`src/sbus_frame_decoder_with_stale_watch_top_assert.svh`:
```
// Assertion macros for the SBUS frame decoder top level.
`ifndef SBUS_FRAME_DECODER_WITH_STALE_WATCH_TOP_ASSERT_SVH
`define SBUS_FRAME_DECODER_WITH_STALE_WATCH_TOP_ASSERT_SVH

`ifndef SYNTHESIS

// Implication checked at every clock edge outside reset.
`define SBUSFD_ASSERT_IMPL(lbl, ante, cons) \
  lbl: assert property (@(posedge clk) disable iff (!rst_n) (ante) |-> (cons)) \
    else $error("sbusfd: check failed");

// Non-overlapping implication: the consequence is checked at the next clock edge.
`define SBUSFD_ASSERT_NEXT(lbl, ante, cons) \
  lbl: assert property (@(posedge clk) disable iff (!rst_n) (ante) |=> (cons)) \
    else $error("sbusfd: check failed");

`else

`define SBUSFD_ASSERT_IMPL(lbl, ante, cons)
`define SBUSFD_ASSERT_NEXT(lbl, ante, cons)

`endif

`endif

```
`src/sbusfd_pkg.sv`:
```
// Shared constants and types of the SBUS frame decoder.
package sbusfd_pkg;

  // Frame layout.
  localparam int FRAME_LEN   = 25;
  localparam int FLAGS_POS   = 23;
  localparam int DATA_BYTES  = 22;
  localparam int POS_W       = 5;
  localparam int CHAN_COUNT  = 16;
  localparam int CHAN_W      = 11;
  localparam int CHAN_IDX_W  = 4;
  localparam int CHAN_BITS   = CHAN_COUNT * CHAN_W;

  localparam logic [7:0] HEADER_BYTE = 8'h0F;
  localparam logic [7:0] END_BYTE    = 8'h00;

  // Configuration registers.
  localparam int CFG_IDX_W = 1;
  localparam logic [CFG_IDX_W-1:0] CFG_OFFLINE_THRESHOLD = 1'b0;
  localparam logic [CFG_IDX_W-1:0] CFG_REPEAT_CAP        = 1'b1;
  localparam logic [7:0] OFFLINE_THRESHOLD_RST = 8'd100;
  localparam logic [7:0] REPEAT_CAP_RST        = 8'd200;

  // Verdict on one completed frame, handed from the tracker to the emitter.
  typedef struct packed {
    logic                 done;
    logic                 ok;
    logic [7:0]           flags;
    logic                 offline;
    logic [CHAN_BITS-1:0] chans;
  } frame_res_t;

endpackage

```
`src/sbusfd_frame_track.sv`:
```
// Byte position tracking, frame capture, repeat counting and frame checks.
module sbusfd_frame_track (
  input  logic                   clk,
  input  logic                   rst_n,
  input  logic                   acc,
  input  logic [7:0]             rx_byte,
  input  logic                   frame_gap,
  input  logic [7:0]             offline_threshold,
  input  logic [7:0]             repeat_cap,
  output logic                   completes,
  output sbusfd_pkg::frame_res_t res
);

  logic [sbusfd_pkg::POS_W-1:0] pos_r;
  logic [sbusfd_pkg::POS_W-1:0] pos_eff;
  logic [7:0]                   fs_r   [sbusfd_pkg::FRAME_LEN-1];
  logic [7:0]                   prev_r [sbusfd_pkg::FRAME_LEN];
  logic                         diff_r;
  logic                         diff_nxt;
  logic [7:0]                   rc_r;
  logic [7:0]                   rc_nxt;
  logic                         active;
  logic [7:0]                   prev_byte;

  // A gap restarts the frame; positions past the end byte are surplus.
  assign pos_eff   = frame_gap ? '0 : pos_r;
  assign active    = (pos_eff < sbusfd_pkg::POS_W'(sbusfd_pkg::FRAME_LEN));
  assign completes = (pos_eff == sbusfd_pkg::POS_W'(sbusfd_pkg::FRAME_LEN - 1));
  assign prev_byte = active ? prev_r[pos_eff] : rx_byte;

  // Difference against the previous frame, cleared at the first byte.
  assign diff_nxt = ((pos_eff != '0) && diff_r) || (prev_byte != rx_byte);

  // Repeat counter rises on an identical frame below the cap, else halves.
  always_comb begin
    if (!diff_nxt && (rc_r < repeat_cap)) begin
      rc_nxt = rc_r + 8'd1;
    end else begin
      rc_nxt = {1'b0, rc_r[7:1]};
    end
  end

  // Frame verdict and little-endian channel bits from bytes 1 to 22.
  always_comb begin
    res.done    = acc && completes;
    res.ok      = (fs_r[0] == sbusfd_pkg::HEADER_BYTE) &&
                  (rx_byte == sbusfd_pkg::END_BYTE) &&
                  (fs_r[sbusfd_pkg::FLAGS_POS] == 8'h00);
    res.flags   = fs_r[sbusfd_pkg::FLAGS_POS];
    res.offline = (rc_nxt >= offline_threshold);
    for (int i = 0; i < sbusfd_pkg::DATA_BYTES; i++) begin
      res.chans[i*8 +: 8] = fs_r[i+1];
    end
  end

  // Frame capture as a shift line: byte 0 ends at the bottom after 24 bytes.
  always_ff @(posedge clk) begin
    if (acc && active) begin
      for (int i = 0; i < sbusfd_pkg::FRAME_LEN - 2; i++) begin
        fs_r[i] <= fs_r[i+1];
      end
      fs_r[sbusfd_pkg::FRAME_LEN-2] <= rx_byte;
    end
  end

  // Position, previous frame, difference flag and repeat counter.
  always_ff @(posedge clk) begin
    if (!rst_n) begin
      pos_r  <= '0;
      diff_r <= 1'b0;
      rc_r   <= '0;
      for (int i = 0; i < sbusfd_pkg::FRAME_LEN; i++) begin
        prev_r[i] <= '0;
      end
    end else if (acc && active) begin
      pos_r           <= pos_eff + sbusfd_pkg::POS_W'(1);
      diff_r          <= diff_nxt;
      prev_r[pos_eff] <= rx_byte;
      if (completes) begin
        rc_r <= rc_nxt;
      end
    end
  end

endmodule

```
`src/sbusfd_emit.sv`:
```
// Result register that hands out the channels of one frame, one per cycle while out_ready is high.
module sbusfd_emit (
  input  logic                                clk,
  input  logic                                rst_n,
  input  sbusfd_pkg::frame_res_t              res,
  input  logic                                out_ready,
  output logic                                can_load,
  output logic                                out_valid,
  output logic [sbusfd_pkg::CHAN_IDX_W-1:0]   out_channel_index,
  output logic [sbusfd_pkg::CHAN_W-1:0]       out_channel_value,
  output logic                                out_frame_ok,
  output logic [7:0]                          out_flags_byte,
  output logic                                out_link_offline,
  output logic                                out_last
);

  logic                                vld_r;
  logic [sbusfd_pkg::CHAN_IDX_W-1:0]   idx_r;
  logic [sbusfd_pkg::CHAN_BITS-1:0]    data_r;
  logic                                ok_r;
  logic [7:0]                          flags_r;
  logic                                off_r;
  logic                                last;

  // A rejected frame gives a single result; a good one ends at channel 15.
  assign last = !ok_r || (idx_r == sbusfd_pkg::CHAN_IDX_W'(sbusfd_pkg::CHAN_COUNT - 1));
  assign can_load = !vld_r || (out_ready && last);

  assign out_valid         = vld_r;
  assign out_channel_index = idx_r;
  assign out_channel_value = data_r[sbusfd_pkg::CHAN_W-1:0];
  assign out_frame_ok      = ok_r;
  assign out_flags_byte    = flags_r;
  assign out_link_offline  = off_r;
  assign out_last          = last;

  // Valid flag: set by a new frame, cleared once its last item is taken.
  always_ff @(posedge clk) begin
    if (!rst_n) begin
      vld_r <= 1'b0;
    end else if (res.done) begin
      vld_r <= 1'b1;
    end else if (vld_r && out_ready && last) begin
      vld_r <= 1'b0;
    end
  end

  // Payload: load the frame, then step one channel per item taken.
  always_ff @(posedge clk) begin
    if (res.done) begin
      idx_r   <= '0;
      data_r  <= res.ok ? res.chans : '0;
      ok_r    <= res.ok;
      flags_r <= res.flags;
      off_r   <= res.offline;
    end else if (vld_r && out_ready && !last) begin
      idx_r  <= idx_r + sbusfd_pkg::CHAN_IDX_W'(1);
      data_r <= data_r >> sbusfd_pkg::CHAN_W;
    end
  end

endmodule

```
`src/sbus_frame_decoder_with_stale_watch_top.sv`:
```
// Top level of the SBUS frame decoder with stale-link watch.
// The decoder takes one received byte per cycle. On the 25th byte of a frame
// it checks the header, end and flags bytes and updates the repeat counter; a
// good frame then leaves the result register as sixteen channel items, one
// per cycle, and a rejected frame as a single item. Bytes keep being accepted
// while channels are handed out; only the 25th byte of the next frame waits
// until the last item of the previous frame has been taken, so a good frame
// needs at least 16 cycles at the result port. Configuration writes take
// effect at the next clock edge.
module sbus_frame_decoder_with_stale_watch_top (
  input  logic                                         clk,
  input  logic                                         rst_n,
  input  logic                                         in_valid,
  output logic                                         in_ready,
  input  logic [7:0]                                   in_rx_byte,
  input  logic                                         in_frame_gap,
  output logic                                         out_valid,
  input  logic                                         out_ready,
  output logic [sbusfd_pkg::CHAN_IDX_W-1:0]            out_channel_index,
  output logic [sbusfd_pkg::CHAN_W-1:0]                out_channel_value,
  output logic                                         out_frame_ok,
  output logic [7:0]                                   out_flags_byte,
  output logic                                         out_link_offline,
  output logic                                         out_last,
  input  logic                                         cfg_wr_en,
  input  logic [sbusfd_pkg::CFG_IDX_W-1:0]             cfg_index,
  input  logic [7:0]                                   cfg_wdata
);

`include "sbus_frame_decoder_with_stale_watch_top_assert.svh"

  logic [7:0]             offline_threshold_r;
  logic [7:0]             repeat_cap_r;
  logic                   completes;
  logic                   can_load;
  logic                   acc;
  sbusfd_pkg::frame_res_t res;

  // The completing byte waits while an earlier frame still holds the result register.
  assign in_ready = !completes || can_load;
  assign acc      = in_valid && in_ready;

  // Configuration registers.
  always_ff @(posedge clk) begin
    if (!rst_n) begin
      offline_threshold_r <= sbusfd_pkg::OFFLINE_THRESHOLD_RST;
      repeat_cap_r        <= sbusfd_pkg::REPEAT_CAP_RST;
    end else if (cfg_wr_en) begin
      unique case (cfg_index)
        sbusfd_pkg::CFG_OFFLINE_THRESHOLD: offline_threshold_r <= cfg_wdata;
        sbusfd_pkg::CFG_REPEAT_CAP:        repeat_cap_r        <= cfg_wdata;
        default: ;
      endcase
    end
  end

  sbusfd_frame_track u_track (
    .clk               (clk),
    .rst_n             (rst_n),
    .acc               (acc),
    .rx_byte           (in_rx_byte),
    .frame_gap         (in_frame_gap),
    .offline_threshold (offline_threshold_r),
    .repeat_cap        (repeat_cap_r),
    .completes         (completes),
    .res               (res)
  );

  sbusfd_emit u_emit (
    .clk               (clk),
    .rst_n             (rst_n),
    .res               (res),
    .out_ready         (out_ready),
    .can_load          (can_load),
    .out_valid         (out_valid),
    .out_channel_index (out_channel_index),
    .out_channel_value (out_channel_value),
    .out_frame_ok      (out_frame_ok),
    .out_flags_byte    (out_flags_byte),
    .out_link_offline  (out_link_offline),
    .out_last          (out_last)
  );

  // A completed frame never overwrites an item that has not been taken.
  `SBUSFD_ASSERT_IMPL(a_no_overwrite, acc && completes, !out_valid || (out_ready && out_last))
  // A rejected frame gives one item with zero channel number and value.
  `SBUSFD_ASSERT_IMPL(a_reject_single, out_valid && !out_frame_ok, out_last && (out_channel_index == '0) && (out_channel_value == '0))
  // A good frame always carries a clear flags byte.
  `SBUSFD_ASSERT_IMPL(a_ok_flags, out_valid && out_frame_ok, out_flags_byte == 8'h00)
  // Channels of a good frame follow one another without a hole.
  `SBUSFD_ASSERT_NEXT(a_chan_step, out_valid && out_ready && !out_last, out_valid && (out_channel_index == $past(out_channel_index) + 4'd1))

endmodule

```
`config.mk`:
```
export PLATFORM = sky130hd
export DESIGN_NAME = sbus_frame_decoder_with_stale_watch_top
export DESIGN_NICKNAME = d
export VERILOG_FILES = /design/src/sbusfd_pkg.sv /design/src/sbusfd_frame_track.sv /design/src/sbusfd_emit.sv /design/src/sbus_frame_decoder_with_stale_watch_top.sv
export VERILOG_INCLUDE_DIRS = /design/src /design/src/src
export SDC_FILE = /design/constraint.sdc
export NUM_CORES = 1
export LEC_CHECK = 0
export BUFFER_PORTS_ARGS = -buffer_cell sky130_fd_sc_hd__buf_4
export CAP_MARGIN = 10
export CORE_UTILIZATION = 63
export DETAILED_ROUTE_END_ITERATION = 7
export PLACE_DENSITY = 0.87
export SLEW_MARGIN = 20
export SYNTH_ARGS = -nofsm -noshare
export SYNTH_HDL_FRONTEND = slang
export SYNTH_SLANG_ARGS = --single-unit
```
`constraint.sdc`:
```
create_clock -name clk -period 17.09 [get_ports clk]
set_input_delay 2.5635 -clock clk [delete_from_list [all_inputs] [get_ports clk]]
set_output_delay 2.5635 -clock clk [all_outputs]
set_load 0.02 [all_outputs]
```
==> results.tsv, run 1 <==
stage	metric	value	unit
layout	area_growth	10.2	%
logic_synthesis	synth_area_leader_cell	edfxtp_1	
layout	drive_gt1_frac	0.100	
floorplanning	die_area	0.0453	mm2
global_route	grt_pass1_wl	94400	um
setup_path	crit_top_cell	buf_4	
global_route	grt_usage	0.276	
routing	avgRoutedWirePerCell	21.9	um
clocking	hold_buffers	0	
setup_path	critPathSlowestCell	buf_4	
clocking	cts_sinks	669	
outcome	status	finished clean	
logic_synthesis	synth_xor_xnor_area_share	0.00125	
clocking	cts.repair.resized	0	
setup_path	cp.arrival	4.66	ns
clocking	clkSlewWorstSetupHoldPaths	0.06	ns
layout	diodes	0	
routing	vias	17400	
sta	setup_violations	0	
sta	fmax	0.138	GHz
sta	fin_setup_tns	0	ns
routing	firstDrtPassIters	6	
layout	fin_util	0.710	
setup_path	path_max_fanout	43	
clocking	cts_tree	built	
clocking	cts-root-buf	clkbuf_16	
routing	postRouteAntennaNets	0	
global_route	grt_overflow	0	
logic_synthesis	yosys_warnings	0	
floorplanning	start_util	0.644	
layout	stdcell_count	2788	
clocking	post_cts.repair.setup_buffers	0	
floorplanning	rows	76	
job	drv_cap	0	
floorplanning	die_height	213	um
floorplanning	chipWidth	213	um
logic_synthesis	ys.flop_type	edfxtp_1	
setup_path	start_kind	input port	
logic_synthesis	synth-simple-area-share	0.169	
placement	dpl.cell_count	2667	
sta	max_slew.worst_pin.slew	1.14	ns
logic_synthesis	synth_area_per_cell	13.1	um2
logic_synthesis	synth.area.mux_share	0.0253	
routing	drc	0	
logic_synthesis	yosysSeqAreaShare	0.705	
placement	port_buffers	50	
sta	finalClockSkew	0.0269	ns
clocking	clk_latency	0.61	ns
sta	maxSlewViolCount	0	
floorplanning	boundaryPins	51	
setup_path	max_stage_delay	0.43	ns
logic_synthesis	netlist_instances	2139	
logic_synthesis	yosysTopAreaCellShare	0.680	
setup_path	worstPathRequired	14.53	ns
logic_synthesis	ys_ff_latch	669	
layout	finalNetCount	2196	
clocking	cts_max_level	3	
sta	relSlewSlack	0.232	
placement	gp_congestion	0.957	
logic_synthesis	async_reset_ff_frac	0	
routing	vias_per_cell	6.25	
setup_path	worstSetupPathType	in2out	
setup_path	end_kind	output pin	
power	ir_worst_vdd	0.0876	mV
sta	period_share	0.423	
global_route	antenna_found_initial	0	
setup_path	path_cells	buf_4 > nor2b_1 > buf_4 > inv_2 > ha_1 > nand4_1 > buf_4	
placement	dp_hpwl	35400	um
logic_synthesis	ys_types	84	
clocking	cts_buffers	68	
sta	final_hold_viol_count	0	
logic_synthesis	netlist_top_cells_area	edfxtp_1 (68%), nand2_1 (5.5%), and2_1 (4.1%)	
logic_synthesis	synthAdderAreaFrac	0.00939	
logic_synthesis	synthesis.area	0.0280	mm2
sta	period_needed	7.23	ns
global_route	grt_pass1_vias	17200	
power	p_leak	11.2	nW
sta	rsz0062_at_grt	no	
global_route	grt_max_degree	177	
logic_synthesis	synth_top_family_by_area	simple AND/OR/NAND/NOR gates	
clocking	ctsLongestPathBuffers	3	
routing	wl	60900	um
logic_synthesis	synth_compound_area_frac	0.0592	
worst_hold_path	hold_class	reg2reg	
logic_synthesis	synth_edf_count	634	
floorplanning	core_area	0.0435	mm2
power	power_density	113	mW/mm2
routing	dr.first_iter.drc_count	2380	
[stage by stage]
stage          total power, W  instance area (um2)  setup WS, ns  hold slack, ns
2_1_floorplan         0.00198                28100          1.22           0.417
3_3_place_gp          0.00203                28600          9.49           0.420
3_5_place_dp          0.00203                28600          9.48           0.431
4_1_cts               0.00348                30800          9.94           0.442
5_1_grt               0.00355                30800          9.55           0.453
6_report              0.00347                30800          9.86           0.439
[area by class of cell]
cell class	count	area (um2)
flip-flops and latches	669	19700
fillers	2729	12600
multi-input cells	1323	7550
clock buffers	81	1830
well taps	585	732
repair buffers	65	500
clock inverters	40	377
inverters	25	106
[routing by layer]
metal,up-vias,routed length (um),track usage
met2,923,29600,0.450
li1,7791,-,-
met3,168,5550,0.0437
met4,0,2050,0.108
met1,8533,23700,0.376
met5,-,0,0
[logic make-up (layout without fill, tap and decap cells)]
logic type / count (synthesis) / in the layout
mux: 53 / 53
buf+inv: 178 / 211
fa+ha+maj: 21 / 21
compound gates: 244 / 244
other cells: 1 / 32
xor+xnor: 4 / 4
simple gates: 969 / 969
flops: 669 / 669
[layout by cell type, fill, tap and decap left out, types with 12 or more instances in the layout]
cell type,instances
buf_4,64
dfxtp_1,33
a21oi_1,35
a31oi_1,12
o22ai_1,28
clkinv_1,13
clkbuf_16,70
inv_1,20
a211oi_1,22
and3_1,15
nor3_1,33
nand2_1,407
mux4_2,13
o221ai_1,12
edfxtp_1,634
nor2_1,56
nand3_1,175
and2_1,182
o21ai_1,19
o21ai_0,39
ha_1,21
mux2i_1,27
o211ai_1,17
conb_1,32
nor2b_1,24
[flip-flops by register name, indices dropped and copies added, names as in the netlist, 4 cells and up]
signal	count
offline_threshold_r	8
repeat_cap_r	8
u_emit.data_r	176
u_emit.out_channel_index	4
u_emit.out_flags_byte	8
u_track.fs_r	192
u_track.pos_r	5
u_track.prev_r	256
u_track.rc_r	8
[where the power goes]
part           internal (W)  switching, W
registers           0.00184     0.0000312
clock network      0.000847      0.000622
logic             0.0000396     0.0000901
[Yosys cell counts, types with 13 or more instances]
cell type and n:
nand2_1 407, o21ai_0 56, a21oi_1 35, nor3_1 34, dfxtp_1 35, clkbuf_1 96, inv_1 22, buf_2 22
mux4_2 13, o22ai_1 28, nand3_1 176, and2_1 182, and3_1 15, ha_1 21, edfxtp_1 634, a211oi_1 22
o211ai_1 17, nor2b_1 24, mux2i_1 27, buf_4 21, nor2_1 56
[final timing paths]
check | start | endpoint | slack [ns] | cells after the start
setup / recovery | in_frame_gap | in_ready | 9.86 | 7
hold reg to reg | u_track.fs_r[1][43]$_DFFE_PP_ | u_track.fs_r[1][35]$_DFFE_PP_ | 0.44 | 0
setup reg to reg | u_track.pos_r[1]$_SDFFE_PN0P_ | u_emit.out_link_offline$_DFFE_PP_ | 10.94 | 22
hold / removal | u_track.fs_r[1][43]$_DFFE_PP_ | u_track.fs_r[1][35]$_DFFE_PP_ | 0.44 | 0
[worst max-delay path: cells and delay by family]
kind	cells	cell delay, ns
fa+ha+maj	1	0.35
buf+inv	4	1.31
simple gates	2	0.39
Note: power is estimated with default switching activity, not from simulation.
==> run 2, diff against run 1 <==
Settings changed: ABC_AREA from default to 1, CORE_UTILIZATION 63 to 56, PLACE_DENSITY 0.87 to 0.82.
Clock period 17.09 ns to 5.8 ns, I/O delays scaled along.
==> run 2 against run 1 <==
  * Design area about the same
  * Register-to-register slack lost 10 ns
  * Die area grew 10%
  * Via count grew 6.2%
  * Non-clock buffer count increased by 20
  * Critical path depth up 13
  * Combinational power rose to 3.5 times the previous value
  * Global-route usage fell by 2.8 points
  * Wire length grew 0.84%
  * Largest cell class unchanged
  * Highest routed layer unchanged
==> results.tsv, run 2 <==
stage	metric	value	unit
routing	postRouteAntennaNets	0	
setup_path	crit_start	u_track.pos_r[0]$_SDFFE_PN0P_	
layout	final_cell_mix	nand2_1 (810), edfxtp_1 (634), nand3_1 (358), nor2_1 (254), buf_4 (79)	
floorplanning	boundaryPins	51	
setup_path	worstPathRequired	6.16	ns
layout	top_regs	u_track.prev_r (256), u_track.fs_r (192), u_emit.data_r (176)	
setup_path	max_stage_delay	0.73	ns
routing	wl	61400	um
logic_synthesis	ys_types	33	
sta	rsz0062_at_grt	no	
logic_synthesis	synth_area_leader_cell	edfxtp_1	
floorplanning	rows	80	
floorplanning	start_util	0.572	
routing	dr.first_iter.drc_count	2053	
placement	port_buffers	50	
logic_synthesis	synth_edf_count	634	
clocking	hold_buffers	0	
setup_path	path_cells	nand2_4 > a31oi_1 > inv_2 > nand4_1 > nand2_1 > nor2_1 > nand2_1 > nor2_4 > nand3_4 > nand2_1 > nand2_1 > ha_1 > o21a_1 > o21a_1 > o21a_1 > o21a_1 > o21a_1 > o21a_1 > o21ai_0 > nand2_1	
sta	fmax	0.203	GHz
setup_path	r2r-start	u_track.pos_r[0]$_SDFFE_PN0P_	
setup_path	endpoint	u_emit.out_link_offline$_DFFE_PP_	
logic_synthesis	yosys-top-cells-count	nand2_1 (828), edfxtp_1 (634), nand3_1 (358)	
logic_synthesis	yosysSeqAreaShare	0.718	
logic_synthesis	yosysTopAreaCellShare	0.692	
sta	relSlewSlack	0.240	
logic_synthesis	yosys_warnings	0	
sta	setup_violations	0	
worst_hold_path	hold_class	reg2reg	
routing	vias_per_cell	5.83	
power	power.switching	0.00226	W
layout	largest_register_ffs	256	
power	p_sw_frac	0.220	
clocking	cts_tree	built	
placement	dp_hpwl	35300	um
setup_path	reg2reg_to	u_emit.out_link_offline$_DFFE_PP_	
layout	drive_gt1_frac	0.0911	
clocking	cts_max_level	3	
setup_path	cp.arrival	5.29	ns
setup_path	path_max_fanout	47	
sta	timing.final.ws_setup	0.867	ns
global_route	antenna_found_initial	1	
job	drv_cap	0	
logic_synthesis	ys.flop_type	edfxtp_1	
clocking	cts_buffers	67	
setup_path	worstSetupPathType	reg2reg	
outcome	status	finished clean	
power	intPower	0.00800	W
logic_synthesis	synthesis.area	0.0275	mm2
power	p_leak	12.3	nW
logic_synthesis	synth.most_common_cell	nand2_1	
clocking	cts.repair.resized	0	
layout	final_common_cell	nand2_1	
power	ir_worst_vdd	0.272	mV
setup_path	rr_worst_depth	20	
layout	fillers	3396	
placement	post-place-ws	0.556	ns
sta	maxSlewViolCount	0	
clocking	ctsLongestPathBuffers	3	
layout	design_area	0.0308	mm2
sta	period_share	0.850	
routing	avgRoutedWirePerCell	19.4	um
setup_path	critPathSlowestCell	dfxtp_4	
clocking	clkSlewWorstSetupHoldPaths	0.06	ns
floorplanning	die_height	224	um
global_route	grt_max_degree	198	
setup_path	regToRegSetupSlack	0.87	ns
layout	regArea	0.0197	mm2
clocking	post_cts.repair.setup_buffers	0	
logic_synthesis	synth_area_per_cell	11.2	um2
clocking	cts-root-buf	clkbuf_16	
setup_path	crit_top_cell	o21a_1	
logic_synthesis	ys_ff_latch	669	
power	pwr-share-comb	0.044	
power	power_frac_clock	0.417	
sta	final_hold_viol_count	0	
global_route	grt_usage	0.248	
clocking	clk_latency	0.61	ns
logic_synthesis	netlist_top_cells_area	edfxtp_1 (69%), nand2_1 (11%), nand3_1 (6.5%)	
floorplanning	chipWidth	224	um
power	power_density	333	mW/mm2
sta	period_needed	4.93	ns
layout	multiInputGateArea	0.00713	mm2
routing	firstDrtPassIters	6	
power	seq_power_share	0.539	
clocking	cts_sinks	669	
setup_path	start_kind	flop	
layout	top_register	u_track.prev_r	
layout	finalNetCount	2550	
setup_path	end_kind	flop	
global_route	grt_pass1_wl	95900	um
placement	gp_congestion	0.859	
floorplanning	die_area	0.0500	mm2
logic_synthesis	async_reset_ff_frac	0	
layout	diodes	0	
global_route	grt_overflow	0	
sta	fin_setup_tns	0	ns
logic_synthesis	netlist_instances	2462	
placement	dpl-instance-area	0.0287	mm2
floorplanning	core_area	0.0480	mm2
layout	area_growth	12.2	%
sta	finalClockSkew	0.0256	ns
global_route	grt_pass1_vias	18300	
routing	vias	18500	
routing	drc	0	
sta	max_slew.worst_pin.slew	1.14	ns
[run 2: cell types whose count changed after synthesis, sizes merged, moves of 24 or more]
| cell | delta |
|---|---|
| and2 | -177 |
| clkbuf | -31 |
| inv | +46 |
| mux2i | -27 |
| nand2 | +426 |
| nand3 | +183 |
| nor2 | +204 |
| nor2b | -24 |
| nor3 | -29 |
| o21ai | -42 |
| o22ai | -28 |
[run 2: cells by family (layout without fill, tap and decap cells)]
group | Yosys count | count (layout) | share of synthesized area
DFF | 669 | 669 | 0.718
xor gates and xnor gates | 9 | 9 | 0.00287
buffers and inverters | 219 | 285 | 0.0337
AOI/OAI and AO/OA | 53 | 53 | 0.0113
adders and majority gates | 21 | 21 | 0.00956
and+or+nand+nor | 1490 | 1490 | 0.225
other | 1 | 32 | 0.000136
[run 2: metal layers]
layer | vias to the layer above | share of wire | global-route usage
li1 | 8448 | - | -
met1 | 8920 | 0.37 | 0.311
met2 | 951 | 0.50 | 0.424
met3 | 174 | 0.088 | 0.0485
met4 | 0 | 0.036 | 0.0996
met5 | - | 0 | 0
[run 2: area by class of cell]
| cell class | count | area share |
|---|---|---|
| multi-input cells | 1605 | 0.231 |
| flip-flops and latches | 669 | 0.640 |
| clock buffers | 85 | 0.0578 |
| repair buffers | 85 | 0.0231 |
| well taps | 615 | 0.0249 |
| clock inverters | 37 | 0.0128 |
| inverters | 78 | 0.0102 |
[run 2: stage by stage]
step | instances | hold slack [ns] | utilization | power (W)
floorplan | 2493 | 0.426 | - | 0.00589
global placement | 3052 | 0.429 | 0.597 | 0.00605
detailed placement | 3052 | 0.434 | 0.597 | 0.00606
CTS | 3174 | 0.445 | 0.642 | 0.0103
global route | 3174 | 0.453 | 0.642 | 0.0105
finish | 3174 | 0.444 | 0.642 | 0.0103
[run 2: worst max-delay path, delay by kind of cell, from the launching register on]
kind / cells / cell delay, ns
compound gates: 8 / 1.78
simple gates: 10 / 1.60
flops: 1 / 0.73
fa+ha+maj: 1 / 0.28
buf+inv: 1 / 0.26
[run 2: worst min path at each step]
stage               slack (ns)                           from                       endpoint  cells past startpoint
finish                    0.44  u_track.fs_r[2][42]$_DFFE_PP_  u_track.fs_r[2][34]$_DFFE_PP_                      0
CTS                       0.44  u_track.fs_r[2][42]$_DFFE_PP_  u_track.fs_r[2][34]$_DFFE_PP_                      0
detailed placement        0.43  u_track.fs_r[2][45]$_DFFE_PP_  u_track.fs_r[2][37]$_DFFE_PP_                      0
global placement          0.43  u_track.fs_r[1][42]$_DFFE_PP_  u_track.fs_r[1][34]$_DFFE_PP_                      0
floorplan                 0.43  u_track.fs_r[2][45]$_DFFE_PP_  u_track.fs_r[2][37]$_DFFE_PP_                      0
global route              0.45  u_track.fs_r[1][63]$_DFFE_PP_  u_track.fs_r[1][55]$_DFFE_PP_                      0
[run 2: power groups by stage]
stage	Combinational [W]	Sequential, W	Clock [W]
2_1_floorplan	0.000299	0.00560	0
3_3_place_gp	0.000425	0.00562	0
3_5_place_dp	0.000436	0.00563	0
4_1_cts	0.000440	0.00553	0.00431
5_1_grt	0.000490	0.00554	0.00449
6_report	0.000449	0.00553	0.00428
==> run 3, diff against run 2 <==
Settings changed: CORE_UTILIZATION 56 to 65, PLACE_DENSITY 0.82 to 0.89.
Clock period 5.8 ns to 6.4 ns, I/O delays scaled along.
==> run 3 against run 2 <==
  * First-iteration DRC count grew 28%
  * Final cell count decreased by 2.9%
  * Power down 12%
  * Sequential share of layout area is 0.72 points higher
  * Sequential power down 9.4%
  * Clock skew fell by 0.0013 ns
  * Sequential cell count stayed put
  * Critical path depth rose by 7
  * Clock-buffer cell count down 12
  * Setup slack better by 0.37 ns
  * Critical path type unchanged
  * Largest cell class unchanged
==> results.tsv, run 3 (synthesis results as in run 2) <==
stage	metric	value	unit
outcome	status	finished clean	
routing	dr.first_iter.drc_count	2634	
layout	fin_util	0.739	
setup_path	critPathSlowestCell	nor2_1	
clocking	post_cts.repair.setup_buffers	0	
floorplanning	chipWidth	208	um
setup_path	worstPathRequired	6.77	ns
clocking	cts_sinks	669	
routing	wl	64400	um
sta	rsz0062_at_grt	no	
global_route	grt_usage	0.298	
worst_hold_path	hp-start	u_track.fs_r[2][20]$_DFFE_PP_	
global_route	grt_pass1_vias	18700	
power	power_density	297	mW/mm2
routing	firstDrtPassIters	6	
sta	holdWs	0.439	ns
layout	diodes	0	
placement	dp_hpwl	37000	um
global_route	antenna_found_initial	0	
layout	area_growth	10.9	%
sta	relSlewSlack	0.400	
floorplanning	die_area	0.0431	mm2
floorplanning	boundaryPins	51	
routing	postRouteAntennaNets	0	
clocking	cts.repair.resized	0	
global_route	grt_overflow	0	
floorplanning	core_area	0.0413	mm2
global_route	grt_pass1_wl	99700	um
sta	maxSlewViolCount	0	
setup_path	max_stage_delay	0.68	ns
layout	final_cell_mix	nand2_1 (812), edfxtp_1 (634), nand3_1 (358), nor2_1 (255), buf_4 (77)	
setup_path	worstSetupPathType	reg2reg	
sta	final_hold_viol_count	0	
routing	avgRoutedWirePerCell	20.9	um
clocking	ctsLongestPathBuffers	3	
setup_path	crit_start	u_track.pos_r[0]$_SDFFE_PN0P_	
placement	gp_congestion	0.907	
setup_path	path_max_fanout	35	
routing	drc	0	
floorplanning	rows	74	
setup_path	crit_top_cell	nand2_1	
routing	vias	18900	
sta	period_needed	5.16	ns
power	ir_worst_vdd	0.256	mV
power	p_leak	12.2	nW
sta	finalClockSkew	0.0243	ns
clocking	cts-root-buf	clkbuf_16	
layout	finalNetCount	2541	
setup_path	start_kind	flop	
layout	fillers	2446	
layout	drive_gt1_frac	0.0855	
sta	setup_violations	0	
job	drv_cap	0	
global_route	grt_max_degree	155	
floorplanning	start_util	0.666	
clocking	cts_max_level	2	
clocking	cts_buffers	61	
layout	final_common_cell	nand2_1	
clocking	clkSlewWorstSetupHoldPaths	0.07	ns
layout	top_regs	u_track.prev_r (256), u_track.fs_r (192), u_emit.data_r (176)	
clocking	clk_latency	0.64	ns
sta	period_share	0.806	
worst_hold_path	hold_class	reg2reg	
sta	fmax	0.194	GHz
setup_path	cp.arrival	5.53	ns
sta	max_slew.worst_pin.slew	0.899	ns
placement	port_buffers	50	
floorplanning	die_height	208	um
routing	vias_per_cell	6.13	
layout	largest_register_ffs	256	
layout	top_register	u_track.prev_r	
clocking	hold_buffers	0	
clocking	cts_tree	built	
setup_path	end_kind	flop	
setup_path	r2r-start	u_track.pos_r[0]$_SDFFE_PN0P_	
==> run 3: routing by layer <==
metal | routed length (um) | up-vias | GRT usage | share of wire
li1 | - | 8454 | - | -
met1 | 23100 | 9095 | 0.380 | 0.36
met2 | 32400 | 1124 | 0.512 | 0.50
met3 | 6060 | 214 | 0.0428 | 0.094
met4 | 2770 | 0 | 0.131 | 0.043
met5 | 0 | - | 0 | 0
==> run 3: metrics by stage <==
step	cells	power, W	TNS, ns	cell area (um2)	worst slack [ns]
final	3082	0.00906	0	30500	1.24
after global routing	3082	0.00928	0	30500	1.03
after CTS	3082	0.00906	0	30500	1.40
after detailed placement	2966	0.00550	0	28500	0.952
after global placement	2966	0.00548	0	28500	0.981
after floorplan	2493	0.00534	-0.299	27800	-0.0106
==> run 3: critical path, delay by kind of cell, from the launching register on <==
| kind | cells | cell delay, ns |
|---|---|---|
| AND/OR/NAND/NOR | 17 | 2.41 |
| AO/OA/AOI/OAI | 7 | 1.11 |
| flip-flops | 1 | 0.62 |
| buffers and inverters | 2 | 0.50 |
| adder cells (fa/ha/maj) | 1 | 0.26 |
==> run 3: worst paths after layout <==
kind	end	slack, ns	cells past startpoint
max	u_emit.out_link_offline$_DFFE_PP_	1.24	27
min	u_track.fs_r[2][12]$_DFFE_PP_	0.44	0
max reg2reg	u_emit.out_link_offline$_DFFE_PP_	1.24	27
min reg2reg	u_track.fs_r[2][12]$_DFFE_PP_	0.44	0
==> run 3: where the power goes <==
part | switching [W] | leakage (nW) | internal [W]
clock | 0.00162 | 0.980 | 0.00200
sequential | 0.0000772 | 6.41 | 0.00493
combinational | 0.000312 | 4.85 | 0.000105
total | 0.00201 | 12.2 | 0.00704
==> run 3: cell type report <==
type,count,area (um2),area share
tap,532,666,0.0218
inverter,78,305,0.0100
clock inverter,43,390,0.0128
clock buffer,73,1600,0.0525
timing repair buffer,82,678,0.0222
multi-input combinational,1605,7120,0.233
sequential,669,19700,0.647
